==> src/sv/sfs_pkg.sv <==
// Package for the sortable FIFO with search.
// Holds request and status codes, sequencer states and the command and status structs.
// Depends on nothing; every other file refers to it by scoped names.
package sfs_pkg;

  // Default sizes handed to the top level.
  localparam int DEPTH_DEF      = 16;
  localparam int DATA_WIDTH_DEF = 32;

  // Fixed payload widths of the channels.
  localparam int REQ_W    = 3;
  localparam int VALUE_W  = 32;
  localparam int FRONT_W  = 32;
  localparam int COUNT_W  = 5;
  localparam int STATUS_W = 2;

  // Request codes carried in req_type.
  typedef enum logic [REQ_W-1:0] {
    REQ_PUSH  = 3'd0,
    REQ_POP   = 3'd1,
    REQ_PEEK  = 3'd2,
    REQ_QUERY = 3'd3,
    REQ_SORT  = 3'd4
  } req_t;

  // Result status codes.
  typedef enum logic [STATUS_W-1:0] {
    ST_OK    = 2'd0,
    ST_EMPTY = 2'd1,
    ST_FULL  = 2'd2
  } status_t;

  // Sequencer states.
  typedef enum logic [3:0] {
    S_IDLE,
    S_EXEC,
    S_Q_RD,
    S_Q_CMP,
    S_SRT_START,
    S_SRT_LOAD,
    S_SRT_RD,
    S_SRT_CMP,
    S_SRT_END,
    S_FETCH,
    S_RESP
  } state_t;

  // Offset from the head used to form the ring address.
  typedef enum logic [1:0] {
    OFS_K,
    OFS_COUNT,
    OFS_ONE,
    OFS_ZERO
  } ofs_sel_t;

  // Source of the memory write data.
  typedef enum logic [1:0] {
    WS_WORD,
    WS_CARRY,
    WS_RDATA
  } wr_src_t;

  // Source of the memory write address.
  typedef enum logic [1:0] {
    WA_SLOT,
    WA_PREV,
    WA_LAST
  } wr_addr_t;

  // Commands from the controller to the datapath.
  typedef struct packed {
    logic     capture;
    logic     rd_en;
    logic     wr_en;
    wr_src_t  wr_src;
    wr_addr_t wr_addr;
    ofs_sel_t ofs_sel;
    logic     k_clr;
    logic     k_inc;
    logic     pass_clr;
    logic     pass_inc;
    logic     swap_clr;
    logic     swap_set;
    logic     carry_ld;
    logic     found_clr;
    logic     found_set;
    logic     status_ld;
    status_t  status_val;
    logic     count_inc;
    logic     count_dec;
    logic     head_pop;
    logic     out_ld;
  } cmd_t;

  // Status from the datapath to the controller.
  typedef struct packed {
    logic [REQ_W-1:0] req;
    logic             empty;
    logic             full;
    logic             cnt_one;
    logic             k_last;
    logic             pass_last;
    logic             gt;
    logic             eq;
    logic             swapped;
    logic             out_free;
  } stat_t;

endpackage

==> src/sv/sfs_in_if.sv <==
// Request channel interface: valid, ready and one request word.
// Depends on sfs_pkg for the payload widths.
interface sfs_in_if;
  logic                          valid;
  logic                          ready;
  logic [sfs_pkg::REQ_W-1:0]     req_type;
  logic [sfs_pkg::VALUE_W-1:0]   value;

  modport source (output valid, output req_type, output value, input ready);
  modport sink   (input valid, input req_type, input value, output ready);
endinterface

==> src/sv/sfs_out_if.sv <==
// Result channel interface: valid, ready and one result word.
// Depends on sfs_pkg for the payload widths.
interface sfs_out_if;
  logic                          valid;
  logic                          ready;
  logic [sfs_pkg::FRONT_W-1:0]   front_word;
  logic                          found;
  logic [sfs_pkg::COUNT_W-1:0]   entry_count;
  logic [sfs_pkg::STATUS_W-1:0]  status;

  modport source (output valid, output front_word, output found, output entry_count,
                  output status, input ready);
  modport sink   (input valid, input front_word, input found, input entry_count,
                  input status, output ready);
endinterface

==> src/sv/sortable_fifo_with_search.sv <==
// Sortable FIFO with search. Push, pop, peek and unknown requests pass through the execute,
// fetch and result states before the next acceptance; a query adds a read and a compare state
// per entry walked; a sort makes up to n passes over n entries, with a read and a compare
// per entry, all through the single read port of the ring memory. A result waiting in the output
// register does not block the next acceptance; that request then holds in its result state
// until the register frees. Synchronous reset empties the queue; ring contents stay.
module sortable_fifo_with_search #(
  parameter int DEPTH      = sfs_pkg::DEPTH_DEF,
  parameter int DATA_WIDTH = sfs_pkg::DATA_WIDTH_DEF
) (
  input logic        clk,
  input logic        rst_n,
  sfs_in_if.sink     in_ch,
  sfs_out_if.source  out_ch
);

  sfs_pkg::cmd_t  cmd;
  sfs_pkg::stat_t stat;

  sfs_ctrl u_ctrl (
    .clk      (clk),
    .rst_n    (rst_n),
    .in_valid (in_ch.valid),
    .in_ready (in_ch.ready),
    .stat     (stat),
    .cmd      (cmd)
  );

  sfs_dpath #(
    .DEPTH      (DEPTH),
    .DATA_WIDTH (DATA_WIDTH)
  ) u_dpath (
    .clk             (clk),
    .rst_n           (rst_n),
    .cmd             (cmd),
    .stat            (stat),
    .in_req_type     (in_ch.req_type),
    .in_value        (in_ch.value),
    .out_ready       (out_ch.ready),
    .out_valid       (out_ch.valid),
    .out_front_word  (out_ch.front_word),
    .out_found       (out_ch.found),
    .out_entry_count (out_ch.entry_count),
    .out_status      (out_ch.status)
  );

  // One request at a time: no new word right after an acceptance.
  a_one_in_flight: assert property (@(posedge clk) disable iff (!rst_n)
    (in_ch.valid && in_ch.ready) |=> !in_ch.ready)
    else $error("request accepted while another is in work");

  // A dropped push reports a full queue.
  a_full_count: assert property (@(posedge clk) disable iff (!rst_n)
    (out_ch.valid && out_ch.status == sfs_pkg::ST_FULL)
      |-> (out_ch.entry_count == sfs_pkg::COUNT_W'(DEPTH)))
    else $error("full status with wrong entry count");

  // A match can only come from a query on a non-empty queue.
  a_found_ok: assert property (@(posedge clk) disable iff (!rst_n)
    (out_ch.valid && out_ch.found) |-> (out_ch.status == sfs_pkg::ST_OK))
    else $error("found flag with non-ok status");

endmodule

==> src/sv/sfs_ctrl.sv <==
// Controller of the sortable FIFO: sequences each request over the datapath.
// Depends on sfs_pkg for states, codes and the command and status structs.
module sfs_ctrl (
  input  logic           clk,
  input  logic           rst_n,
  input  logic           in_valid,
  output logic           in_ready,
  input  sfs_pkg::stat_t stat,
  output sfs_pkg::cmd_t  cmd
);

  sfs_pkg::state_t state_r, state_nxt;

  // State register.
  always_ff @(posedge clk) begin
    if (!rst_n) begin
      state_r <= sfs_pkg::S_IDLE;
    end else begin
      state_r <= state_nxt;
    end
  end

  // Next state.
  always_comb begin
    state_nxt = state_r;
    case (state_r)
      sfs_pkg::S_IDLE: begin
        if (in_valid) state_nxt = sfs_pkg::S_EXEC;
      end
      sfs_pkg::S_EXEC: begin
        state_nxt = sfs_pkg::S_FETCH;
        case (stat.req)
          sfs_pkg::REQ_QUERY: begin
            if (!stat.empty) state_nxt = sfs_pkg::S_Q_RD;
          end
          sfs_pkg::REQ_SORT: begin
            if (!stat.empty && !stat.cnt_one) state_nxt = sfs_pkg::S_SRT_START;
          end
          default: state_nxt = sfs_pkg::S_FETCH;
        endcase
      end
      sfs_pkg::S_Q_RD:  state_nxt = sfs_pkg::S_Q_CMP;
      sfs_pkg::S_Q_CMP: begin
        if (stat.eq || stat.k_last) state_nxt = sfs_pkg::S_FETCH;
        else                        state_nxt = sfs_pkg::S_Q_RD;
      end
      sfs_pkg::S_SRT_START: state_nxt = sfs_pkg::S_SRT_LOAD;
      sfs_pkg::S_SRT_LOAD:  state_nxt = sfs_pkg::S_SRT_RD;
      sfs_pkg::S_SRT_RD:    state_nxt = sfs_pkg::S_SRT_CMP;
      sfs_pkg::S_SRT_CMP: begin
        if (stat.k_last) state_nxt = sfs_pkg::S_SRT_END;
        else             state_nxt = sfs_pkg::S_SRT_RD;
      end
      sfs_pkg::S_SRT_END: begin
        if (!stat.swapped || stat.pass_last) state_nxt = sfs_pkg::S_FETCH;
        else                                 state_nxt = sfs_pkg::S_SRT_START;
      end
      sfs_pkg::S_FETCH: state_nxt = sfs_pkg::S_RESP;
      sfs_pkg::S_RESP: begin
        if (stat.out_free) state_nxt = sfs_pkg::S_IDLE;
      end
      default: state_nxt = sfs_pkg::S_IDLE;
    endcase
  end

  // Command outputs.
  always_comb begin
    cmd            = '0;
    cmd.wr_src     = sfs_pkg::WS_WORD;
    cmd.wr_addr    = sfs_pkg::WA_SLOT;
    cmd.ofs_sel    = sfs_pkg::OFS_K;
    cmd.status_val = sfs_pkg::ST_OK;
    in_ready       = 1'b0;
    case (state_r)
      sfs_pkg::S_IDLE: begin
        in_ready    = 1'b1;
        cmd.capture = in_valid;
      end
      sfs_pkg::S_EXEC: begin
        cmd.status_ld = 1'b1;
        cmd.found_clr = 1'b1;
        cmd.k_clr     = 1'b1;
        cmd.pass_clr  = 1'b1;
        case (stat.req)
          sfs_pkg::REQ_PUSH: begin
            if (stat.full) begin
              cmd.status_val = sfs_pkg::ST_FULL;
            end else begin
              cmd.ofs_sel   = sfs_pkg::OFS_COUNT;
              cmd.wr_en     = 1'b1;
              cmd.wr_src    = sfs_pkg::WS_WORD;
              cmd.wr_addr   = sfs_pkg::WA_SLOT;
              cmd.count_inc = 1'b1;
            end
          end
          sfs_pkg::REQ_POP: begin
            if (stat.empty) begin
              cmd.status_val = sfs_pkg::ST_EMPTY;
            end else begin
              cmd.ofs_sel   = sfs_pkg::OFS_ONE;
              cmd.head_pop  = 1'b1;
              cmd.count_dec = 1'b1;
            end
          end
          sfs_pkg::REQ_PEEK, sfs_pkg::REQ_QUERY, sfs_pkg::REQ_SORT: begin
            if (stat.empty) cmd.status_val = sfs_pkg::ST_EMPTY;
          end
          default: cmd.status_val = sfs_pkg::ST_OK;
        endcase
      end
      sfs_pkg::S_Q_RD: begin
        cmd.rd_en   = 1'b1;
        cmd.ofs_sel = sfs_pkg::OFS_K;
      end
      sfs_pkg::S_Q_CMP: begin
        if (stat.eq) cmd.found_set = 1'b1;
        else         cmd.k_inc     = !stat.k_last;
      end
      // First read of a pass fills the carry.
      sfs_pkg::S_SRT_START: begin
        cmd.rd_en    = 1'b1;
        cmd.ofs_sel  = sfs_pkg::OFS_K;
        cmd.swap_clr = 1'b1;
        cmd.k_inc    = 1'b1;
      end
      sfs_pkg::S_SRT_LOAD: begin
        cmd.carry_ld = 1'b1;
      end
      sfs_pkg::S_SRT_RD: begin
        cmd.rd_en   = 1'b1;
        cmd.ofs_sel = sfs_pkg::OFS_K;
      end
      // The larger word travels on in the carry; the smaller one lands behind it.
      sfs_pkg::S_SRT_CMP: begin
        cmd.wr_en   = 1'b1;
        cmd.wr_addr = sfs_pkg::WA_PREV;
        if (stat.gt) begin
          cmd.wr_src   = sfs_pkg::WS_RDATA;
          cmd.swap_set = 1'b1;
        end else begin
          cmd.wr_src   = sfs_pkg::WS_CARRY;
          cmd.carry_ld = 1'b1;
        end
        cmd.k_inc = !stat.k_last;
      end
      sfs_pkg::S_SRT_END: begin
        cmd.wr_en    = 1'b1;
        cmd.wr_addr  = sfs_pkg::WA_LAST;
        cmd.wr_src   = sfs_pkg::WS_CARRY;
        cmd.k_clr    = 1'b1;
        cmd.pass_inc = 1'b1;
      end
      sfs_pkg::S_FETCH: begin
        cmd.rd_en   = 1'b1;
        cmd.ofs_sel = sfs_pkg::OFS_ZERO;
      end
      sfs_pkg::S_RESP: begin
        cmd.out_ld = stat.out_free;
      end
      default: cmd = '0;
    endcase
  end

endmodule

==> src/sv/sfs_dpath.sv <==
// Datapath of the sortable FIFO: ring memory, pointers, counters and result register.
// Depends on sfs_pkg for codes and the command and status structs.
module sfs_dpath #(
  parameter int DEPTH      = sfs_pkg::DEPTH_DEF,
  parameter int DATA_WIDTH = sfs_pkg::DATA_WIDTH_DEF
) (
  input  logic                           clk,
  input  logic                           rst_n,
  input  sfs_pkg::cmd_t                  cmd,
  output sfs_pkg::stat_t                 stat,
  input  logic [sfs_pkg::REQ_W-1:0]      in_req_type,
  input  logic [sfs_pkg::VALUE_W-1:0]    in_value,
  input  logic                           out_ready,
  output logic                           out_valid,
  output logic [sfs_pkg::FRONT_W-1:0]    out_front_word,
  output logic                           out_found,
  output logic [sfs_pkg::COUNT_W-1:0]    out_entry_count,
  output logic [sfs_pkg::STATUS_W-1:0]   out_status
);

  localparam int AW = $clog2(DEPTH);
  localparam int CW = $clog2(DEPTH + 1);
  localparam logic [AW:0]   DEPTH_A = (AW + 1)'(DEPTH);
  localparam logic [CW-1:0] DEPTH_C = CW'(DEPTH);

  logic [DATA_WIDTH-1:0] mem [DEPTH];

  logic [AW-1:0]            head_r, k_r, rd_slot_r, prev_slot_r;
  logic [CW-1:0]            count_r, pass_r;
  logic                     swapped_r, found_r;
  sfs_pkg::status_t         status_r;
  logic [sfs_pkg::REQ_W-1:0] req_r;
  logic [DATA_WIDTH-1:0]    word_r, carry_r, rdata_r;

  logic                     out_valid_r, out_found_r;
  logic [sfs_pkg::FRONT_W-1:0]  out_front_r;
  logic [sfs_pkg::COUNT_W-1:0]  out_count_r;
  logic [sfs_pkg::STATUS_W-1:0] out_status_r;

  logic [AW-1:0]         ofs, slot, wr_addr;
  logic [AW:0]           sum;
  logic [DATA_WIDTH-1:0] wr_data;
  logic                  empty;

  // Ring address: head plus offset, wrapped once.
  always_comb begin
    case (cmd.ofs_sel)
      sfs_pkg::OFS_K:     ofs = k_r;
      sfs_pkg::OFS_COUNT: ofs = count_r[AW-1:0];
      sfs_pkg::OFS_ONE:   ofs = AW'(1);
      default:            ofs = '0;
    endcase
    sum  = {1'b0, head_r} + {1'b0, ofs};
    slot = (sum >= DEPTH_A) ? AW'(sum - DEPTH_A) : sum[AW-1:0];
  end

  // Write address and data selection.
  always_comb begin
    case (cmd.wr_addr)
      sfs_pkg::WA_PREV: wr_addr = prev_slot_r;
      sfs_pkg::WA_LAST: wr_addr = rd_slot_r;
      default:          wr_addr = slot;
    endcase
    case (cmd.wr_src)
      sfs_pkg::WS_CARRY: wr_data = carry_r;
      sfs_pkg::WS_RDATA: wr_data = rdata_r;
      default:           wr_data = word_r;
    endcase
  end

  // Ring memory with one write port and one registered read port.
  always_ff @(posedge clk) begin
    if (cmd.wr_en) mem[wr_addr] <= wr_data;
    if (cmd.rd_en) rdata_r <= mem[slot];
  end

  // Read address history for the sort write-back.
  always_ff @(posedge clk) begin
    if (cmd.rd_en) begin
      rd_slot_r   <= slot;
      prev_slot_r <= rd_slot_r;
    end
  end

  // Queue pointers.
  always_ff @(posedge clk) begin
    if (!rst_n) begin
      head_r  <= '0;
      count_r <= '0;
    end else begin
      if (cmd.head_pop) head_r <= slot;
      if (cmd.count_inc)      count_r <= count_r + CW'(1);
      else if (cmd.count_dec) count_r <= count_r - CW'(1);
    end
  end

  // Request capture, walk counters and flags.
  always_ff @(posedge clk) begin
    if (cmd.capture) begin
      req_r  <= in_req_type;
      word_r <= DATA_WIDTH'(in_value);
    end
    if (cmd.k_clr)      k_r <= '0;
    else if (cmd.k_inc) k_r <= k_r + AW'(1);
    if (cmd.pass_clr)      pass_r <= '0;
    else if (cmd.pass_inc) pass_r <= pass_r + CW'(1);
    if (cmd.swap_clr)      swapped_r <= 1'b0;
    else if (cmd.swap_set) swapped_r <= 1'b1;
    if (cmd.found_clr)      found_r <= 1'b0;
    else if (cmd.found_set) found_r <= 1'b1;
    if (cmd.carry_ld)  carry_r  <= rdata_r;
    if (cmd.status_ld) status_r <= cmd.status_val;
  end

  assign empty = (count_r == '0);

  // Status to the controller.
  always_comb begin
    stat.req       = req_r;
    stat.empty     = empty;
    stat.full      = (count_r == DEPTH_C);
    stat.cnt_one   = (count_r == CW'(1));
    stat.k_last    = ((CW'(k_r) + CW'(1)) == count_r);
    stat.pass_last = ((pass_r + CW'(1)) == count_r);
    stat.gt        = (carry_r > rdata_r);
    stat.eq        = (rdata_r == word_r);
    stat.swapped   = swapped_r;
    stat.out_free  = !out_valid_r || out_ready;
  end

  // Result register; the front word reads as zero on an empty queue.
  always_ff @(posedge clk) begin
    if (!rst_n) begin
      out_valid_r <= 1'b0;
    end else if (cmd.out_ld) begin
      out_valid_r <= 1'b1;
    end else if (out_ready) begin
      out_valid_r <= 1'b0;
    end
  end

  always_ff @(posedge clk) begin
    if (cmd.out_ld) begin
      out_front_r  <= empty ? '0 : sfs_pkg::FRONT_W'(rdata_r);
      out_found_r  <= found_r;
      out_count_r  <= sfs_pkg::COUNT_W'(count_r);
      out_status_r <= status_r;
    end
  end

  assign out_valid       = out_valid_r;
  assign out_front_word  = out_front_r;
  assign out_found       = out_found_r;
  assign out_entry_count = out_count_r;
  assign out_status      = out_status_r;

endmodule

==> src/flat_wrapper.sv <==
// flat-port wrapper written by rule: the top's interface ports become plain ports
module sortable_fifo_with_search_flat 
#(
  parameter int DEPTH      = sfs_pkg::DEPTH_DEF,
  parameter int DATA_WIDTH = sfs_pkg::DATA_WIDTH_DEF
)
  (clk, rst_n, in_ch_valid, in_ch_req_type, in_ch_value, in_ch_ready, out_ch_valid, out_ch_front_word, out_ch_found, out_ch_entry_count, out_ch_status, out_ch_ready);
  sfs_in_if in_ch_i ();
  sfs_out_if out_ch_i ();
  input logic clk;
  input logic rst_n;
  input wire logic [$bits(in_ch_i.valid)-1:0] in_ch_valid;
  input wire logic [$bits(in_ch_i.req_type)-1:0] in_ch_req_type;
  input wire logic [$bits(in_ch_i.value)-1:0] in_ch_value;
  output wire logic [$bits(in_ch_i.ready)-1:0] in_ch_ready;
  output wire logic [$bits(out_ch_i.valid)-1:0] out_ch_valid;
  output wire logic [$bits(out_ch_i.front_word)-1:0] out_ch_front_word;
  output wire logic [$bits(out_ch_i.found)-1:0] out_ch_found;
  output wire logic [$bits(out_ch_i.entry_count)-1:0] out_ch_entry_count;
  output wire logic [$bits(out_ch_i.status)-1:0] out_ch_status;
  input wire logic [$bits(out_ch_i.ready)-1:0] out_ch_ready;
  assign in_ch_i.valid = in_ch_valid;
  assign in_ch_i.req_type = in_ch_req_type;
  assign in_ch_i.value = in_ch_value;
  assign in_ch_ready = in_ch_i.ready;
  assign out_ch_valid = out_ch_i.valid;
  assign out_ch_front_word = out_ch_i.front_word;
  assign out_ch_found = out_ch_i.found;
  assign out_ch_entry_count = out_ch_i.entry_count;
  assign out_ch_status = out_ch_i.status;
  assign out_ch_i.ready = out_ch_ready;
  sortable_fifo_with_search #(.DEPTH(DEPTH), .DATA_WIDTH(DATA_WIDTH)) u_core (.clk(clk), .rst_n(rst_n), .in_ch(in_ch_i), .out_ch(out_ch_i));
endmodule
==> config.mk <==
export PLATFORM = sky130hd
export DESIGN_NAME = sortable_fifo_with_search_flat
export DESIGN_NICKNAME = d
export VERILOG_FILES = /design/src/sv/sfs_pkg.sv /design/src/sv/sfs_in_if.sv /design/src/sv/sfs_out_if.sv /design/src/sv/sortable_fifo_with_search.sv /design/src/sv/sfs_ctrl.sv /design/src/sv/sfs_dpath.sv /design/src/flat_wrapper.sv
export SDC_FILE = /design/constraint.sdc
export NUM_CORES = 1
export LEC_CHECK = 0
export BUFFER_PORTS_ARGS = -buffer_cell sky130_fd_sc_hd__buf_2
export CORE_MARGIN = 2
export CORE_UTILIZATION = 55
export DETAILED_ROUTE_END_ITERATION = 12
export PLACE_DENSITY = 0.72
export REMOVE_ABC_BUFFERS = 1
export SYNTH_ARGS = -nofsm -noshare
export SYNTH_HDL_FRONTEND = slang
export SYNTH_SLANG_ARGS = --single-unit
==> constraint.sdc <==
create_clock -name clk -period 6.8 [get_ports clk]
set_input_delay 0.34 -clock clk [delete_from_list [all_inputs] [get_ports clk]]
set_output_delay 0.34 -clock clk [all_outputs]
set_load 0.01 [all_outputs]
==> summary.txt, run 1 <==
Yosys
  – Syn Inst Count: 1648
  – Seq cells post-synth: 686
  – Yosys cell types: 58
  – Synthesis Warnings: 0
  – Sequential share of the synthesized area: 73.0%
  – Number of synthesized flops with an enable pin: 661
  – Async SR Flop Fraction: 0%
  – Avg Cell Area, Syn: 16.9 um^2
  – Mapped cell area: 27900 um^2
  – Most common flop cell mapped by yosys: edfxtp_1

Die
  – Core box area: 50100 um^2
  – Die Ht: 229 um
  – Die W: 229 um
  – Row cnt: 82
  – Ports: 81
  – Die ar.: 52500 um^2
  – Initial core utilization: 55.7%

Routing
  – DRC Markers: 0
  – Vias: 15582
  – Routed WL per cell: 26.5 um
  – Initial DRC Count: 1724
  – DRT antenna net count: 0
  – DR pass1 iterations: 5
  – DRT Wirelength: 66.6 mm
  – Via-to-Cell Ratio: 6.19

Clocking
  – Root buffer selected by CTS: clkbuf_16
  – Clock sink total: 686
  – Cts repair resizes: 0
  – H-tree depth: 3
  – TritonCTS buffer count: 72
  – CTS tree: built
  – Max Buffers Root-to-Sink: 3
  – Clock Latency Late Sink: 0.61 ns
  – Worst-path clk slew: 0.06 ns
  – Hold Buf Count CTS: 35
  – Setup Buffers After CTS: 0

Placement
  – Placed Area: 29400 um^2
  – Pre-CTS WS: 1.49 ns
  – # port buffers: 80
  – Routability cong.: 0.867
  – Hpwl dp: 38.5 mm

Setup path
  – Worst-path maximum fanout: 25
  – Reg2Reg Depth: 14
  – Worst Setup End Kind: flop
  – Critical path startpoint category: flop
  – Setup Crit Path Kind: flop to flop
  – Worst EP required: 7.04 ns
  – Critical path data arrival time: 5.60 ns

Worst hold path
  – WHS Path Cells: 3
  – Hold Path Class: input pin to flop

Global routing
  – GR Util All Layers: 25.8%
  – Vias in the first global route: 15428
  – Initial antenna violation count: 0
  – Largest net degree at the start of global routing: 131
  – First-pass GRT wire length: 99.0 mm
  – Total gr overflow: 0

Status
  – Status: finished, final reports clean

STA
  – RSZ-0062 raised after global routing: false
  – Layout Skew: 0.0209 ns
  – Slew @ Worst Pin: 1.39 ns
  – Hold WS: 0.106 ns
  – Worst slew margin: 7.18%
  – Endpoints failing hold: 0
  – Max-slew violation count: 0
  – Setup violations, final: 0
  – Minimum clock period: 5.37 ns
  – Final Worst Setup Slack: 1.43 ns
  – Period utilization: 78.9%
  – Fmax: 186 MHz

Finish
  – Post-Route Utilization: 63.8%
  – Final Cell Area: 32000 um^2
  – FF+latch area: 20300 um^2
  – Multi-input logic area: 7020 um^2
  – # fillers: 3436
  – Layout area overhead: 14.7%
  – Final net count: 1881
  – Ant diodes: 0
  – Ratio of cells with drive above 1 in the final layout: 20.2%

Run
  – Max Cap Viol: 0

Power
  – Leak Pwr: 10.8 nW
  – Power density over cell area: 378 nW/um^2
  – VDD IR max: 0.000303 V
==> final timing paths <==
path	start	end	slack (ns)
max	u_core.u_ctrl.state_r[0]$_SDFFE_PN0P_	u_core.u_dpath.mem[10][24]$_DFFE_PP_	1.43
min	out_ch_ready	u_core.u_dpath.out_valid$_SDFFE_PN0P_	0.11
max reg2reg	u_core.u_ctrl.state_r[0]$_SDFFE_PN0P_	u_core.u_dpath.mem[10][24]$_DFFE_PP_	1.43
min reg2reg	u_core.u_dpath.status_r[0]$_SDFFCE_PN0P_	u_core.u_dpath.out_status[0]$_DFFE_PP_	0.45
==> where the power goes <==
group | internal, mW | switching (mW) | leakage [nW]
logic | 0.820 | 1.72 | 3.52
clock network | 2.13 | 1.57 | 1.06
registers | 5.61 | 0.222 | 6.19
total | 8.56 | 3.52 | 10.8
==> critical path: stages, from the launching register on <==
cell	delay, ns
dfxtp_1	0.61
or4b_1	0.59
or4_1	0.73
nand2_1	0.15
o22ai_1	0.13
ha_1	0.32
a21o_1	0.16
a21oi_1	0.18
xnor2_1	0.26
xor2_4	0.13
inv_2	0.41
o21a_1	0.19
nand2_1	0.23
nor2_4	0.40
buf_4	0.50
==> layout by cell type (no fill, tap or decap), drive strengths merged, types with 4 or more instances in the layout <==
cell,synthesis,layout
a21boi,6,6
a21o,4,4
a21oi,30,30
a22oi,5,5
a31oi,34,34
and2,4,4
and3,34,34
buf,17,119
clkbuf,62,93
clkinv,1,23
clkinvlp,0,4
dfxtp,25,25
dlygate4sd3,0,35
edfxtp,661,661
ha,44,44
inv,103,104
mux2i,4,4
mux4,128,128
nand2,209,209
nand2b,5,5
nand3,16,16
nand4,11,11
nor2,67,67
nor2b,8,8
nor3,9,9
nor4,12,12
o21a,6,6
o21ai,24,24
o221ai,32,32
xnor2,12,12
xor2,37,37
==> logic make-up (layout without fill, tap and decap cells) <==
family          count (synthesis)  in the layout  synth area share [%]
buf+inv                       183            381                  2.59
fa+ha+maj                      45             45                  2.05
mux                           132            132                  10.5
xor+xnor                       49             49                  1.57
simple gates                  392            392                  6.33
flops                         686            686                  73.0
compound gates                161            161                  3.94
==> synthesized netlist by cell type (4+ instances only) <==
cell type    n  area [um^2]
edfxtp_1   661        19800
nand2_1    209          785
mux4_2     128         2880
inv_1      102          383
nor2_1      67          251
clkbuf_1    62          233
ha_1        44          551
xor2_1      36          315
a31oi_1     34          213
and3_1      34          213
o221ai_1    32          280
a21oi_1     30          150
dfxtp_1     25          500
o21ai_0     23          115
nand3_1     16         80.1
nor4_1      12         75.1
xnor2_1     12          105
nand4_1     11         68.8
buf_2       10         50.1
nor3_1       9         45.0
nor2b_1      8         50.1
a21boi_0     6         45.0
o21a_1       6         45.0
a22oi_1      5         37.5
nand2b_1     5         31.3
a21o_1       4         30.0
and2_1       4         25.0
buf_1        4         15.0
mux2i_1      4         40.0
==> flip-flops by register name, indices dropped and copies added, names as in the netlist <==
signal / flops
u_core.u_dpath.rd_slot_r: 4
u_core.u_dpath.found_r: 1
u_core.u_dpath.carry_r: 32
u_core.u_dpath.word_r: 32
u_core.u_dpath.out_valid: 1
u_core.u_dpath.count_r: 5
u_core.u_ctrl.state_r: 4
u_core.u_dpath.req_r: 3
u_core.u_dpath.swapped_r: 1
u_core.u_dpath.head_r: 4
u_core.u_dpath.pass_r: 5
u_core.u_dpath.status_r: 2
u_core.u_dpath.rdata_r: 32
u_core.u_dpath.out_front_word: 32
u_core.u_dpath.prev_slot_r: 4
u_core.u_dpath.k_r: 4
u_core.u_dpath.out_entry_count: 5
u_core.u_dpath.out_found: 1
u_core.u_dpath.mem: 512
u_core.u_dpath.out_status: 2
==> layer usage <==
metal | vias to the layer above | GRT usage, % | wire, um
li1 | 6678 | - | -
met1 | 7930 | 36.9 | 26600
met2 | 847 | 40.8 | 31900
met3 | 127 | 4.54 | 5960
met4 | 0 | 8.48 | 2120
met5 | - | 0 | 0
==> layout make-up <==
class,instances,area share (%)
clock buffer,93,6.08
clock inverter,30,0.787
inverter,104,1.22
multi-input combinational,779,22.0
sequential,686,63.7
tap,672,2.63
timing repair buffer,154,3.66
==> per-stage QoR <==
stage / cells / setup TNS (ns) / total power [mW]
final: 2518 / 0 / 12.1
after global routing: 2518 / 0 / 12.5
after global placement: 2360 / 0 / 8.33
after floorplan: 1569 / -2398.39 / 7.47
after CTS: 2518 / 0 / 12.1
after detailed placement: 2360 / 0 / 8.43
Power figures use the tool's default switching activity.
==> run 2: changes to the inputs <==
- PLACE_DENSITY: 0.72 -> 0.75
- clock period: 6.8 -> 4.3 ns (I/O delays scaled with it)
==> run 2 against run 1 <==
  * Design area up 3.0%
  * Register-to-register slack worse by 1.3 ns
  * Die area unchanged
  * Fmax up 29%
  * Critical endpoint is now u_core.u_dpath.mem[4][26]$_DFFE_PP_
  * Global-route usage up 1.1 points
  * Critical path type unchanged
  * Largest power group unchanged
==> summary.txt, run 2 (synthesis results as in run 1) <==
Die
  – Die W: 229 um (unchanged)
  – Die ar.: 52500 um^2 (unchanged)
  – Row cnt: 82 (unchanged)
  – Core box area: 50100 um^2 (unchanged)
  – Die Ht: 229 um (unchanged)
  – Ports: 81 (unchanged)
  – Initial core utilization: 55.7% (unchanged)

Clocking
  – Worst-path clk slew: 0.06 ns (about the same)
  – Max Buffers Root-to-Sink: 3 (unchanged)
  – TritonCTS buffer count: 69 (was 72)
  – CTS tree: built (unchanged)
  – Clock sink total: 686 (unchanged)
  – Root buffer selected by CTS: clkbuf_16 (unchanged)
  – Clock Latency Late Sink: 0.61 ns (about the same)
  – H-tree depth: 3 (unchanged)
  – Setup Buffers After CTS: 0 (unchanged)

Finish
  – Max reg flops: 512 (unchanged)
  – Ant diodes: 0 (unchanged)
  – # fillers: 3310 (was 3436)
  – Final net count: 1951 (was 1881)
  – Multi-input logic area: 7050 um^2 (was 7020 um^2)
  – Ratio of cells with drive above 1 in the final layout: 23.8% (was 20.2%)
  – Top reg by flops: u_core.u_dpath.mem (unchanged)
  – Most frequent cells in the layout: edfxtp_1, nand2_1, mux4_2 (unchanged)
  – Commonest non-fill, non-tap cell in the layout: edfxtp_1 (unchanged)
  – FF+latch area: 20300 um^2 (unchanged)
  – Layout area overhead: 18.2% (was 14.7%)

Global routing
  – First-pass GRT wire length: 104 mm (was 99.0 mm)
  – GR Util All Layers: 26.9% (was 25.8%)
  – Total gr overflow: 0 (unchanged)
  – Vias in the first global route: 16386 (was 15428)
  – Initial antenna violation count: 0 (unchanged)
  – Largest net degree at the start of global routing: 66 (was 131)

STA
  – Setup violations, final: 0 (unchanged)
  – Fmax: 241 MHz (was 186 MHz)
  – Period utilization: 96.5% (was 78.9%)
  – Max-slew violation count: 0 (unchanged)
  – Endpoints failing hold: 0 (unchanged)
  – Minimum clock period: 4.15 ns (was 5.37 ns)
  – Worst slew margin: 21.4% (was 7.18%)
  – Slew @ Worst Pin: 1.17 ns (was 1.39 ns)
  – Hold WS: 0.321 ns (was 0.106 ns)
  – Layout Skew: 0.0246 ns (was 0.0209 ns)

Setup path
  – Setup Crit Path Kind: flop to flop (unchanged)
  – Critical path data arrival time: 4.44 ns (was 5.60 ns)
  – Worst-path maximum fanout: 18 (was 25)
  – Critical path startpoint category: flop (unchanged)
  – Worst Setup End Kind: flop (unchanged)
  – Worst EP required: 4.59 ns (was 7.04 ns)

Routing
  – Via-to-Cell Ratio: 6.18 (was 6.19)
  – DRC Markers: 0 (unchanged)
  – DRT antenna net count: 0 (unchanged)
  – Vias: 16012 (was 15582)
  – DR pass1 iterations: 6 (was 5)
  – Routed WL per cell: 26.8 um (was 26.5 um)
  – DRT Wirelength: 69.4 mm (was 66.6 mm)
  – Initial DRC Count: 1777 (was 1724)

Power
  – Pwr Total: 19.8 mW (was 12.1 mW)
  – Leak Pwr: 11.3 nW (was 10.8 nW)
  – VDD IR max: 0.000464 V (was 0.000303 V)
  – Power density over cell area: 602 nW/um^2 (was 378 nW/um^2)

Placement
  – Hpwl dp: 42.3 mm (was 38.5 mm)
  – Routability cong.: 0.859 (was 0.867)
  – # port buffers: 80 (unchanged)

Run
  – Max Cap Viol: 0 (unchanged)

Worst hold path
  – Hold Path Class: input pin to flop (unchanged)

Status
  – Status: finished, final reports clean (unchanged)
[run 2: cell types whose count changed in the layout (fill, tap and decap cells not counted), sizes merged]
cell / change
inv: +5
bufinv: +5
clkbuf: -10
clkinv: +3
dlygate4sd3: +3
buf: +69
clkinvlp: -2
[run 2: through the flow]
stage / utilization, % / cells / area, um^2 / setup slack, ns / TNS (ns)
after floorplan: - / 1569 / 27500 / -7.46 / -4084.21
after global placement: 60.4 / 2429 / 30200 / 0.0539 / 0
after detailed placement: 60.4 / 2429 / 30200 / 0.0148 / 0
after CTS: 65.7 / 2590 / 32900 / -0.0595 / -2.24
after global routing: 65.8 / 2591 / 32900 / -0.0197 / -0.381
final: 65.8 / 2591 / 32900 / 0.150 / 0
[run 2: path summary, 6_finish.rpt]
path,startpoint,to,slack [ns],cells after the start
setup / recovery,u_core.u_ctrl.state_r[1]$_SDFFE_PN0P_,u_core.u_dpath.mem[4][26]$_DFFE_PP_,0.15,13
hold / removal,in_ch_value[3],u_core.u_dpath.word_r[3]$_DFFE_PP_,0.32,2
setup reg to reg,u_core.u_ctrl.state_r[1]$_SDFFE_PN0P_,u_core.u_dpath.mem[4][26]$_DFFE_PP_,0.15,13
hold reg to reg,u_core.u_dpath.status_r[1]$_SDFFCE_PN0P_,u_core.u_dpath.out_status[1]$_DFFE_PP_,0.42,0
[run 2: repair_timing]
item / CTS / global route
hold endpoints to repair: 49 / 0
hold buffers: 38 / 0
gates cloned: 0 / 1
endpoints found under the setup margin: 171 / 522
pin swaps: 0 / 1
resized for setup: 1 / 10
[run 2: area by class of cell]
type	instances	area share, %
flip-flops and latches	686	61.8
repair buffers	227	6.18
clock inverters	41	1.31
clock buffers	82	5.58
inverters	104	1.19
well taps	672	2.55
multi-input cells	779	21.4
[run 2: worst max-delay path, cell delays in order (launching register included)]
cell	delay [ns]
dfxtp_1	0.32
or4b_4	0.58
or4_1	0.55
nand2_1	0.11
o22ai_1	0.15
fa_4	0.55
xnor2_2	0.16
inv_1	0.08
nor2_1	0.04
a21oi_1	0.17
a21boi_1	0.44
nand2_2	0.27
nor2_4	0.24
buf_12	0.20
[run 2: metal layers]
metal | GRT usage [%] | routed length (um)
met5 | 0 | 0
met4 | 12.1 | 3360
met3 | 4.93 | 5570
met2 | 43.3 | 33400
met1 | 36.2 | 27000
[run 2: where the power goes]
group	switching (mW)	total [mW]	leakage (nW)	internal [mW]
combinational	3.00	4.64	3.98	1.64
sequential	0.321	9.13	6.19	8.81
clock	2.50	6.06	1.12	3.55
